File: config.mk
export PLATFORM = sky130hd
export DESIGN_NAME = humidity_temperature_sample_qualifier_top
export DESIGN_NICKNAME = d
export VERILOG_FILES = /design/src/rtl/core/hts_pkg.sv /design/src/rtl/core/humidity_temperature_sample_qualifier_top.sv /design/src/rtl/core/hts_conv.sv
export SDC_FILE = /design/constraint.sdc
export NUM_CORES = 1
export LEC_CHECK = 0
export ABC_AREA = 1
export ABC_CLOCK_PERIOD_IN_PS = 11300
export BUFFER_PORTS_ARGS = -buffer_cell sky130_fd_sc_hd__buf_2
export CAP_MARGIN = 10
export CELL_PAD_IN_SITES_DETAIL_PLACEMENT = 0
export CELL_PAD_IN_SITES_GLOBAL_PLACEMENT = 1
export CORE_ASPECT_RATIO = 0.75
export CORE_MARGIN = 2
export CORE_UTILIZATION = 47
export DETAILED_ROUTE_END_ITERATION = 12
export PLACE_DENSITY_LB_ADDON = 0.1
export SYNTH_ARGS = -nofsm -noshare
export SYNTH_HDL_FRONTEND = slang
export SYNTH_SLANG_ARGS = --single-unit
File: constraint.sdc
create_clock -name aclk -period 11.3 [get_ports aclk]
set_input_delay 0.565 -clock aclk [delete_from_list [all_inputs] [get_ports aclk]]
set_output_delay 0.565 -clock aclk [all_outputs]
set_load 0.005 [all_outputs]
File: src/rtl/core/hts_pkg.sv
// Package for the humidity and temperature sample qualifier.
// Holds the conversion constants, acceptance window, clamp limits and shared types.
// No dependencies.
package hts_pkg;

    localparam int RAW_W   = 16;
    localparam int TEMP_W  = 13;
    localparam int HUM_W   = 14;
    localparam int CORR_W  = 10;
    localparam int CNT_W   = 8;
    localparam int TC_W    = 16;
    localparam int TQ_W    = 15;
    localparam int IN_W    = 32;
    localparam int OUT_W   = 32;

    localparam logic [CORR_W-1:0] CORR_RESET = 10'd200;

    localparam logic [14:0] TEMP_SCALE = 15'd17500;
    localparam logic [13:0] HUM_SCALE  = 14'd10000;
    localparam logic [RAW_W:0] DIV_CONST = 17'd65535;

    localparam logic signed [TC_W-1:0] TEMP_OFFSET  = 16'sd4500;
    localparam logic signed [TC_W-1:0] TEMP_ACC_MIN = -16'sd2000;
    localparam logic signed [TC_W-1:0] TEMP_ACC_MAX = 16'sd12500;
    localparam logic signed [TC_W-1:0] TEMP_CLAMP   = 16'sd5000;

    localparam logic [TEMP_W-1:0] TEMP_MAX = 13'd5000;
    localparam logic [HUM_W-1:0]  HUM_MAX  = 14'd9500;

    localparam logic [RAW_W-1:0] HUM_RAW_MIN = 16'h0001;
    localparam logic [RAW_W-1:0] HUM_RAW_MAX = 16'hFFFE;

    // result word layout
    localparam int O_TEMP_LSB = 0;
    localparam int O_HUM_LSB  = 13;
    localparam int O_ACC_BIT  = 27;
    localparam int O_FLT_BIT  = 28;
    localparam int O_PCR_BIT  = 29;

    typedef struct packed {
        logic signed [TC_W-1:0] temp_c;
        logic [HUM_W-1:0]       hum_c;
    } conv_t;

endpackage

File: src/rtl/core/humidity_temperature_sample_qualifier_top.sv
// Top level of the humidity and temperature sample qualifier.
// Holds the qualification state, the correction register and the result register.
// Depends on hts_pkg and hts_conv.

// One sample pair is taken per clock when ready: the conversion, window check and
// state update sit between the input handshake and a single result register, so a
// result appears in the cycle after its transaction is accepted, and the input
// stays ready while the result register is empty or being drained. The held
// temperature/humidity, fault flag and error counter update once per accepted sample.
// The user must write temp_correction via cfg_wen/cfg_wdata only while idle; the block does not check.
module humidity_temperature_sample_qualifier_top #(
    parameter int ERROR_LIMIT = 10
) (
    input  logic                        aclk,
    input  logic                        aresetn,
    input  logic                        cfg_wen,
    input  logic [hts_pkg::CORR_W-1:0]  cfg_wdata,
    input  logic                        s_axis_tvalid,
    output logic                        s_axis_tready,
    // temp_raw[15:0], humid_raw[31:16]
    input  logic [hts_pkg::IN_W-1:0]    s_axis_tdata,
    output logic                        m_axis_tvalid,
    input  logic                        m_axis_tready,
    // temperature_centi[12:0], humidity_centi[26:13], sample_accepted[27],
    // sensor_fault[28], power_cycle_request[29], zero[31:30]
    output logic [hts_pkg::OUT_W-1:0]   m_axis_tdata
);

    localparam logic [hts_pkg::CNT_W-1:0] LIMIT = hts_pkg::CNT_W'(ERROR_LIMIT);

    hts_pkg::conv_t                conv;
    logic [hts_pkg::CORR_W-1:0]    corr_reg;
    logic [hts_pkg::CNT_W-1:0]     err_cnt_reg, err_cnt_next, cnt_inc;
    logic                          fault_reg, fault_next;
    logic [hts_pkg::TEMP_W-1:0]    temp_reg, temp_next;
    logic [hts_pkg::HUM_W-1:0]     hum_reg, hum_next;
    logic                          valid_reg, valid_next;
    logic [hts_pkg::OUT_W-1:0]     data_reg, data_next;
    logic                          accept, ok, pulse;

    hts_conv u_conv (
        .temp_raw        (s_axis_tdata[15:0]),
        .humid_raw       (s_axis_tdata[31:16]),
        .temp_correction (corr_reg),
        .conv            (conv)
    );

    assign s_axis_tready = !valid_reg || m_axis_tready;
    assign accept        = s_axis_tvalid && s_axis_tready;
    assign m_axis_tvalid = valid_reg;
    assign m_axis_tdata  = data_reg;

    always_comb begin
        ok = (conv.temp_c >= hts_pkg::TEMP_ACC_MIN) && (conv.temp_c <= hts_pkg::TEMP_ACC_MAX)
             && (s_axis_tdata[31:16] >= hts_pkg::HUM_RAW_MIN)
             && (s_axis_tdata[31:16] <= hts_pkg::HUM_RAW_MAX);
        cnt_inc      = err_cnt_reg + 8'd1;
        pulse        = 1'b0;
        temp_next    = temp_reg;
        hum_next     = hum_reg;
        err_cnt_next = err_cnt_reg;
        fault_next   = fault_reg;
        if (accept) begin
            if (ok) begin
                if (conv.temp_c[hts_pkg::TC_W-1]) begin
                    temp_next = '0;
                end else if (conv.temp_c > hts_pkg::TEMP_CLAMP) begin
                    temp_next = hts_pkg::TEMP_MAX;
                end else begin
                    temp_next = conv.temp_c[hts_pkg::TEMP_W-1:0];
                end
                hum_next     = (conv.hum_c > hts_pkg::HUM_MAX) ? hts_pkg::HUM_MAX : conv.hum_c;
                err_cnt_next = '0;
                fault_next   = 1'b0;
            end else if (cnt_inc >= LIMIT) begin
                err_cnt_next = '0;
                fault_next   = 1'b1;
                pulse        = 1'b1;
            end else begin
                err_cnt_next = cnt_inc;
            end
        end
        valid_next = accept || (valid_reg && !m_axis_tready);
        data_next  = data_reg;
        if (accept) begin
            data_next = '0;
            data_next[hts_pkg::O_TEMP_LSB +: hts_pkg::TEMP_W] = temp_next;
            data_next[hts_pkg::O_HUM_LSB +: hts_pkg::HUM_W]   = hum_next;
            data_next[hts_pkg::O_ACC_BIT] = ok;
            data_next[hts_pkg::O_FLT_BIT] = fault_next;
            data_next[hts_pkg::O_PCR_BIT] = pulse;
        end
    end

    always_ff @(posedge aclk) begin
        if (!aresetn) begin
            corr_reg    <= hts_pkg::CORR_RESET;
            err_cnt_reg <= '0;
            fault_reg   <= 1'b0;
            temp_reg    <= '0;
            hum_reg     <= '0;
            valid_reg   <= 1'b0;
        end else begin
            if (cfg_wen) begin
                corr_reg <= cfg_wdata;
            end
            err_cnt_reg <= err_cnt_next;
            fault_reg   <= fault_next;
            temp_reg    <= temp_next;
            hum_reg     <= hum_next;
            valid_reg   <= valid_next;
        end
    end

    always_ff @(posedge aclk) begin
        data_reg <= data_next;
    end

endmodule

File: src/rtl/core/hts_conv.sv
// Raw-to-centi conversion for temperature and humidity words.
// Scales by constants and divides by 65535 with a shift, add and single correction.
// Depends on hts_pkg.
module hts_conv (
    input  logic [hts_pkg::RAW_W-1:0]  temp_raw,
    input  logic [hts_pkg::RAW_W-1:0]  humid_raw,
    input  logic [hts_pkg::CORR_W-1:0] temp_correction,
    output hts_pkg::conv_t             conv
);

    logic [30:0]               t_prod;
    logic [29:0]               h_prod;
    logic [hts_pkg::TQ_W-1:0]  t_q0;
    logic [hts_pkg::TQ_W-1:0]  t_q;
    logic [hts_pkg::HUM_W-1:0] h_q0;
    logic [hts_pkg::HUM_W-1:0] h_q;
    logic [hts_pkg::RAW_W:0]   t_rem;
    logic [hts_pkg::RAW_W:0]   h_rem;

    // x / 65535: x = q0*65536 + lo gives remainder lo + q0, below twice the divisor
    always_comb begin
        t_prod = 31'(t_q0_dummy(temp_raw));
        h_prod = 30'(humid_raw) * 30'(hts_pkg::HUM_SCALE);
        t_q0   = t_prod[30:16];
        h_q0   = h_prod[29:16];
        t_rem  = {1'b0, t_prod[15:0]} + 17'(t_q0);
        h_rem  = {1'b0, h_prod[15:0]} + 17'(h_q0);
        t_q    = t_q0 + 15'(t_rem >= hts_pkg::DIV_CONST);
        h_q    = h_q0 + 14'(h_rem >= hts_pkg::DIV_CONST);
        conv.temp_c = $signed({1'b0, t_q}) - hts_pkg::TEMP_OFFSET
                      - $signed({6'b0, temp_correction});
        conv.hum_c  = h_q;
    end

    function automatic logic [30:0] t_q0_dummy(input logic [hts_pkg::RAW_W-1:0] raw);
        t_q0_dummy = 31'(raw) * 31'(hts_pkg::TEMP_SCALE);
    endfunction

endmodule

==> results of run 1 <==
[worst max-delay path by stage]
stage	end	from	slack, ns	depth (start not counted)
after global placement	m_axis_tdata[0]	s_axis_tdata[9]	0.51	62
after floorplan	m_axis_tdata[10]	s_axis_tdata[11]	2.01	65
after detailed placement	m_axis_tdata[17]	s_axis_tdata[9]	0.51	64
final	m_axis_tdata[26]	s_axis_tdata[8]	0.77	63
after global routing	m_axis_tdata[26]	s_axis_tdata[9]	0.005	63
after CTS	m_axis_tdata[23]	s_axis_tdata[9]	0.79	64
[routing by layer]
layer | track usage (%) | part of all wire, %
met1 | 32.5 | 52
met2 | 36.1 | 44
met3 | 3.23 | 3.6
met4 | 2.77 | 0.83
met5 | 0 | 0
[metrics by stage]
stage	worst slack, ns	utilization (%)	hold slack [ns]
after floorplan	2.01	-	0.435
after global placement	0.506	50.9	0.453
after detailed placement	0.511	50.9	0.459
after CTS	0.793	51.9	0.433
after global routing	0.00466	52.0	0.468
final	0.769	52.0	0.440
[worst max-delay path, delay by kind of cell]
kind            cells  cell delay (ns)
compound gates      9             1.39
xor+xnor            1             0.20
fa+ha+maj          12             4.08
buf+inv            11             0.95
simple gates       30             3.41
[synthesized netlist by cell type (5+ instances only)]
cell type  instances  area [µm²]
buf_4              5        37.5
o31ai_1            6        45.0
clkbuf_1          10        37.5
inv_2              7        26.3
nand2_2           21         131
inv_1            430        1610
fa_1              83        1660
nand3b_1           7        52.6
o21ai_0           33         165
xnor2_1            9        78.8
nand4_1           52         325
nor2_1           121         454
edfxtp_1          30         901
xor2_1            31         272
nor2_2             8        50.1
nand3_1           77         385
nor3_1            24         120
dfxtp_1           47         941
nand2_1          358        1340
a21oi_1           91         455
ha_1             238        2980
o211ai_1           8        60.1
o21bai_1           8        60.1
[cell type report]
type,count,area [µm²],share of cell area [%]
Tap cell,344,430,3.17
Multi-Input combinational cell,1221,9000,66.2
Timing Repair Buffer,80,409,3.01
Clock inverter,7,41.3,0.304
Inverter,438,1640,12.1
Clock buffer,9,225,1.66
Sequential cell,77,1840,13.5
[kinds of logic after synthesis]
kind of cell / synth area share (%)
XOR/XNOR: 2.78
AO/OA/AOI/OAI: 7.64
other: 0.0298
adder cells (fa/ha/maj): 36.9
buffers and inverters: 13.9
AND/OR/NAND/NOR: 24.1
flip-flops: 14.6
==> impl_metrics.csv, run 1 <==
group,metric,value,unit
critical_path,crit_path_max_fanout,31,
clock_tree,cts_resized,0,
clock_tree,cts_tree,"done",
critical_path,cp.arrival,10.62,ns
floorplan,die_h,146,µm
sta,finalCritPeriodShare,93.2,%
global_route,gr-total-overflow,0,
finish,area_growth,8.08,%
floorplan,die_w,193,µm
finish,layout.cells.most_common,"inv_1",
critical_path,startpoint_type,"input port",
sta,finalMaxSlewViolations,0,
critical_path,slowest_stage,"fa_1",
clock_tree,htreeDepth,3,
clock_tree,cts_hold_buf,0,
sta,final-hold-violation-count,0,
sta,setup-tns-final,0,ns
clock_tree,clockBufferDepth,2,
detailed_routing,wl,29600,µm
critical_path,r2r_slack,7.53,ns
sta,rsz0062_at_grt,"false",
floorplan,pin_count,81,
synthesis,synth-seq-area-share,14.6,%
run_status,status,"completed",
critical_path,crit_path_frequent_cell,"nand2_1",
placement,hpwl,25500,µm
worst_hold_path,min-delay-start,"cfg_wdata[3]",
clock_tree,cts_root_buffer,"clkbuf_16",
synthesis,netlist_area,0.0126,mm²
placement,port-buffer-count,78,
clock_tree,path_clk_slew,0.06,ns
critical_path,reg2reg_depth,22,
finish,fin_nets,2195,
sta,worst_pin_slew,0.967,ns
critical_path,end_kind,"flop",
synthesis,synth.distinct_cells,49,
synthesis,ys_async_sr_fraction,0,%
critical_path,slowest_delay,0.53,ns
floorplan,start_util,48.1,%
global_route,antenna_found_initial,0,
clock_tree,clkLatencyLatePin,0.34,ns
clock_tree,cts_buffers,9,
clock_tree,cts_sinks,77,
synthesis,ys_warn_count,0,
sta,min_period,10.53,ns
detailed_routing,dr.pass1.iters,5,
synthesis,synthCells,1754,
synthesis,syn_area_per_cell,7.17,µm²
worst_hold_path,whs_endpoint,"corr_reg[3]",
sta,slew_headroom,34.7,%
floorplan,fp-row-count,51,
critical_path,crit_required,11.39,ns
finish,antenna_cells,0,
detailed_routing,drc,0,
placement,post_dp_cell_area,0.0133,mm²
global_route,track_usage,22.4,%
finish,mostFrequentLayoutCells,"inv_1 (430), nand2_1 (358), ha_1 (238)",
finish,largest_reg_flops,30,
floorplan,core_area,0.0262,mm²
global_route,grt_max_degree,66,
finish,nFillCells,2675,
critical_path,regToRegStartpoint,"corr_reg[1]",
run,maxCapViolCount,0,
synthesis,synth_ff_type,"dfxtp_1",
critical_path,r2r-end,"m_axis_tdata[26]",
detailed_routing,num_vias,10800,
detailed_routing,vias_per_cell,4.96,
finish,stdcell_count,2176,
detailed_routing,drt_iter0_markers,572,
sta,setup_viol,0,
synthesis,synth-seq-cells,77,
detailed_routing,final_antenna_net_count,0,
sta,clock_skew,0.00844,ns
critical_path,crit_type,"input port to flop",
clock_tree,post_cts_buffers,0,
floorplan,fp.dieArea,0.0281,mm²
placement,placed_cells,2160,
detailed_routing,wl_per_cell,13.6,µm
worst_hold_path,hp-class,"input port to flop",
worst_hold_path,hold_depth,3,
finish,layout-drive-gt1-share,7.75,%
sta,fmax,95.0,MHz
placement,gp_congestion,0.891,
global_route,grt_pass1_vias,10700,
finish,final_area,0.0136,mm²
global_route,grt_pass1_wl,51300,µm
synthesis,synth_edf_count,30,
Power of run 1 is not shown: default switching activity piles up to over one toggle a cycle in this logic, so the estimate is an artifact.
==> run 2, diff against run 1 <==
--- a/config.mk
+++ b/config.mk
@@ -14,6 +14,7 @@
 export CORE_ASPECT_RATIO = 0.75
 export CORE_MARGIN = 2
 export CORE_UTILIZATION = 47
+export CTS_BUF_LIST = sky130_fd_sc_hd__clkbuf_2
 export DETAILED_ROUTE_END_ITERATION = 12
 export PLACE_DENSITY_LB_ADDON = 0.1
 export SYNTH_ARGS = -nofsm -noshare
==> run 2 against run 1 <==
Net effect:
- non-clock buffer count stayed put
- design area is 1.4% lower
- first-iteration DRC count increased by 1.4%
- fmax increased by 1.5%
- count of clock-buffer cells in the layout stayed put
- critical path depth up 1
- clock skew up 0.021 ns
- critical endpoint is now m_axis_tdata[23]
==> impl_metrics.csv, run 2 (same netlist as run 1, synthesis figures left out) <==
group,metric,value,unit
run_status,status,"completed",
global_route,antenna_found_initial,1,
finish,layout-drive-gt1-share,7.75,%
clock_tree,post_cts_buffers,0,
detailed_routing,drt_iter0_markers,580,
placement,post_dp_cell_area,0.0133,mm²
floorplan,core_area,0.0262,mm²
run,maxCapViolCount,0,
critical_path,end_kind,"flop",
finish,largest_reg_flops,30,
clock_tree,cts_hold_buf,0,
floorplan,fp.dieArea,0.0281,mm²
sta,clock_skew,0.0297,ns
detailed_routing,num_vias,10800,
finish,final_area,0.0134,mm²
sta,min_period,10.38,ns
placement,place_ws,0.511,ns
finish,area_growth,6.53,%
sta,final-hold-violation-count,0,
placement,hpwl,25500,µm
critical_path,slowest_stage,"fa_1",
critical_path,crit_family,"adder cells",
sta,slew_headroom,34.7,%
critical_path,crit_type,"input port to flop",
sta,worst_pin_slew,0.966,ns
clock_tree,htreeDepth,3,
detailed_routing,wl_per_cell,13.6,µm
placement,placed_cells,2160,
finish,fin_nets,2195,
global_route,grt_pass1_wl,51300,µm
global_route,track_usage,22.3,%
critical_path,startpoint_type,"input port",
critical_path,crit_path_frequent_cell,"nand2_1",
detailed_routing,drc,0,
placement,port-buffer-count,78,
clock_tree,path_clk_slew,0.23,ns
clock_tree,cts_tree,"done",
finish,nFillCells,2703,
floorplan,start_util,48.1,%
critical_path,slowest_delay,0.53,ns
detailed_routing,dr.pass1.iters,5,
critical_path,crit_required,11.62,ns
worst_hold_path,hp-class,"input port to flop",
clock_tree,clkLatencyLatePin,0.53,ns
floorplan,die_h,146,µm
detailed_routing,final_antenna_net_count,0,
sta,setup_slack,0.920,ns
floorplan,die_w,193,µm
clock_tree,clockBufferDepth,2,
detailed_routing,wl,29600,µm
finish,mostFrequentLayoutCells,"inv_1 (430), nand2_1 (358), ha_1 (238)",
global_route,grt_pass1_vias,10600,
placement,gp_congestion,0.891,
clock_tree,cts_buffers,9,
sta,finalCritPeriodShare,91.9,%
sta,fmax,96.3,MHz
detailed_routing,vias_per_cell,4.98,
sta,setup-tns-final,0,ns
finish,stdcell_count,2177,
critical_path,crit_path_max_fanout,29,
floorplan,fp-row-count,51,
critical_path,crit_buf_inv,10,
global_route,grt_max_degree,66,
sta,finalMaxSlewViolations,0,
critical_path,cp.arrival,10.69,ns
clock_tree,cts_root_buffer,"clkbuf_2",
sta,setup_viol,0,
sta,rsz0062_at_grt,"false",
global_route,gr-total-overflow,0,
clock_tree,cts_resized,0,
finish,layout.cells.most_common,"inv_1",
clock_tree,cts_sinks,77,
floorplan,pin_count,81,
==> run 2: cell type report <==
type / count / area (µm²) / share of cell area (%)
antenna: 1 / 2.50 / 0.0187
clock buffer: 9 / 45.0 / 0.336
clock inverter: 7 / 41.3 / 0.308
inverter: 438 / 1640 / 12.3
multi-input combinational: 1221 / 8990 / 67.1
sequential: 77 / 1840 / 13.7
tap: 344 / 430 / 3.21
timing repair buffer: 80 / 405 / 3.03
==> run 2: worst min-delay path, cell delays in order <==
cell and delay (ns):
buf_2 0.07, nor2_1 0.03, nor2_1 0.08
==> run 2: metal layers <==
layer | track usage, % | share of wire [%] | wire length, µm
met1 | 32.5 | 52 | 15300
met2 | 36.2 | 44 | 13000
met3 | 3.09 | 3.6 | 1080
met4 | 2.42 | 0.72 | 212
met5 | 0 | 0 | 0
==> run 2: final timing paths <==
path | slack, ns | cells after the start | endpoint | start
worst max register to register | 7.44 | 22 | m_axis_tdata[23] | corr_reg[1]
worst min-delay path | 0.23 | 3 | corr_reg[9] | cfg_wdata[9]
worst max-delay path | 0.92 | 64 | m_axis_tdata[23] | s_axis_tdata[8]
worst min register to register | 0.48 | 2 | err_cnt_reg[7] | err_cnt_reg[7]
==> run 2: through the flow <==
step	hold slack [ns]	util, %
global route	0.191	51.2
floorplan	0.435	-
CTS	0.183	51.2
finish	0.232	51.2
detailed placement	0.459	50.9
global placement	0.453	50.9
Power of run 2 is left out for the same reason.
==> run 3, diff against run 2 <==
--- a/config.mk
+++ b/config.mk
@@ -12,9 +12,9 @@
 export CELL_PAD_IN_SITES_DETAIL_PLACEMENT = 0
 export CELL_PAD_IN_SITES_GLOBAL_PLACEMENT = 1
 export CORE_ASPECT_RATIO = 0.75
-export CORE_MARGIN = 2
 export CORE_UTILIZATION = 47
 export CTS_BUF_LIST = sky130_fd_sc_hd__clkbuf_2
+export CTS_CLUSTER_DIAMETER = 120
 export DETAILED_ROUTE_END_ITERATION = 12
 export PLACE_DENSITY_LB_ADDON = 0.1
 export SYNTH_ARGS = -nofsm -noshare
==> run 3 against run 2 <==
Net effect:
- die area fell by 2.4%
- via count rose by 0.56%
- count of clock-buffer cells in the layout rose by 1
- non-clock buffer count did not move
- setup slack improved by 0.12 ns
- fmax rose by 1.2%
- sequential cell count did not move
- global-route usage rose by 0.60 points
- design area rose by 0.35%
- routed wire length rose by 0.69%
==> impl_metrics.csv, run 3 (same netlist as run 1, synthesis figures left out) <==
group,metric,value,unit
placement,port-buffer-count,78,
detailed_routing,dr.pass1.iters,6,
floorplan,die_h,144,µm
floorplan,fp.dieArea,0.0274,mm²
finish,fin_nets,2195,
critical_path,crit_path_max_fanout,29,
run_status,status,"completed",
detailed_routing,wl_per_cell,13.7,µm
clock_tree,cts_buffers,9,
detailed_routing,wl_met3,1100,µm
global_route,grt_max_degree,66,
sta,worst_pin_slew,0.898,ns
sta,min_period,10.26,ns
critical_path,startpoint_type,"input port",
sta,finalMaxSlewViolations,0,
sta,finalCritPeriodShare,90.8,%
floorplan,core_area,0.0261,mm²
sta,slew_headroom,39.3,%
floorplan,die_w,191,µm
critical_path,slowest_stage,"fa_1",
finish,layout.cells.most_common,"inv_1",
detailed_routing,vias_per_cell,5.01,
finish,multiInputGateArea,0.00899,mm²
worst_hold_path,hold_depth,3,
global_route,gr-total-overflow,0,
finish,antenna_cells,0,
clock_tree,htreeDepth,3,
placement,gp_congestion,0.899,
critical_path,crit_type,"input port to flop",
floorplan,fp-row-count,51,
clock_tree,path_clk_slew,0.23,ns
global_route,antenna_found_initial,0,
clock_tree,clkLatencyLatePin,0.52,ns
sta,clock_skew,0.0307,ns
detailed_routing,drt_iter0_markers,574,
sta,setup-tns-final,0,ns
sta,setup_viol,0,
global_route,grt_pass1_wl,50500,µm
run,maxCapViolCount,0,
clock_tree,clockBufferDepth,2,
critical_path,crit_required,11.57,ns
finish,nFillCells,2720,
global_route,grt_pass1_vias,10600,
finish,largest_reg_flops,30,
clock_tree,cts_root_buffer,"clkbuf_2",
critical_path,cp.arrival,10.53,ns
finish,mostFrequentLayoutCells,"inv_1 (430), nand2_1 (358), ha_1 (238)",
clock_tree,cts_resized,0,
critical_path,end_kind,"flop",
clock_tree,cts_sinks,77,
detailed_routing,final_antenna_net_count,0,
finish,regArea,0.00184,mm²
finish,layout-drive-gt1-share,7.91,%
sta,fmax,97.5,MHz
critical_path,slowest_delay,0.53,ns
finish,area_growth,6.90,%
floorplan,start_util,48.2,%
clock_tree,cts_tree,"done",
critical_path,reg2reg_depth,21,
global_route,track_usage,22.9,%
detailed_routing,drc,0,
detailed_routing,num_vias,10900,
clock_tree,cts_hold_buf,0,
detailed_routing,wl_met2,13300,µm
detailed_routing,drt-met1-wl,15200,µm
detailed_routing,wl,29800,µm
worst_hold_path,hp-class,"input port to flop",
detailed_routing,topRoutingLayerUsed,"met4",
clock_tree,post_cts_buffers,0,
floorplan,pin_count,81,
sta,rsz0062_at_grt,"false",
sta,final-hold-violation-count,0,
placement,hpwl,25700,µm
critical_path,crit_path_frequent_cell,"nand2_1",
## run 3: critical path, delay by kind of cell
family | cells | cell delay [ns]
fa+ha+maj | 12 | 4.05
buf+inv | 9 | 0.63
simple gates | 31 | 3.74
compound gates | 9 | 1.36
xor+xnor | 1 | 0.18
## run 3: final cells by class
| cell class | count | area share, % |
|---|---|---|
| well taps | 344 | 3.20 |
| clock buffers | 10 | 0.372 |
| repair buffers | 80 | 3.01 |
| inverters | 438 | 12.2 |
| clock inverters | 6 | 0.642 |
| flip-flops and latches | 77 | 13.7 |
| multi-input cells | 1221 | 66.8 |
## run 3: per-stage QoR
stage / cell area, µm² / util [%] / std cells / hold slack (ns) / worst slack, ns
after floorplan: 12600 / - / 1755 / 0.435 / 2.01
after global placement: 13300 / 51.0 / 2160 / 0.454 / 0.677
after detailed placement: 13300 / 51.0 / 2160 / 0.456 / 0.513
after CTS: 13400 / 51.5 / 2176 / 0.221 / 1.09
after global routing: 13400 / 51.5 / 2176 / 0.190 / 0.200
final: 13400 / 51.5 / 2176 / 0.263 / 1.04
## run 3: path summary, 6_finish.rpt
kind / from / endpoint / slack, ns
worst max-delay path: s_axis_tdata[8] / m_axis_tdata[9] / 1.04
worst min-delay path: s_axis_tvalid / m_axis_tvalid / 0.26
worst max register to register: corr_reg[1] / m_axis_tdata[21] / 7.46
worst min register to register: err_cnt_reg[7] / err_cnt_reg[7] / 0.48
## run 3: layer usage
| metal | up-vias | track usage [%] |
|---|---|---|
| li1 | 5668 | - |
| met1 | 5006 | 32.4 |
| met2 | 202 | 38.8 |
| met3 | 18 | 2.39 |
| met4 | 0 | 2.15 |
| met5 | - | 0 |
Power of run 3 is left out for the same reason.
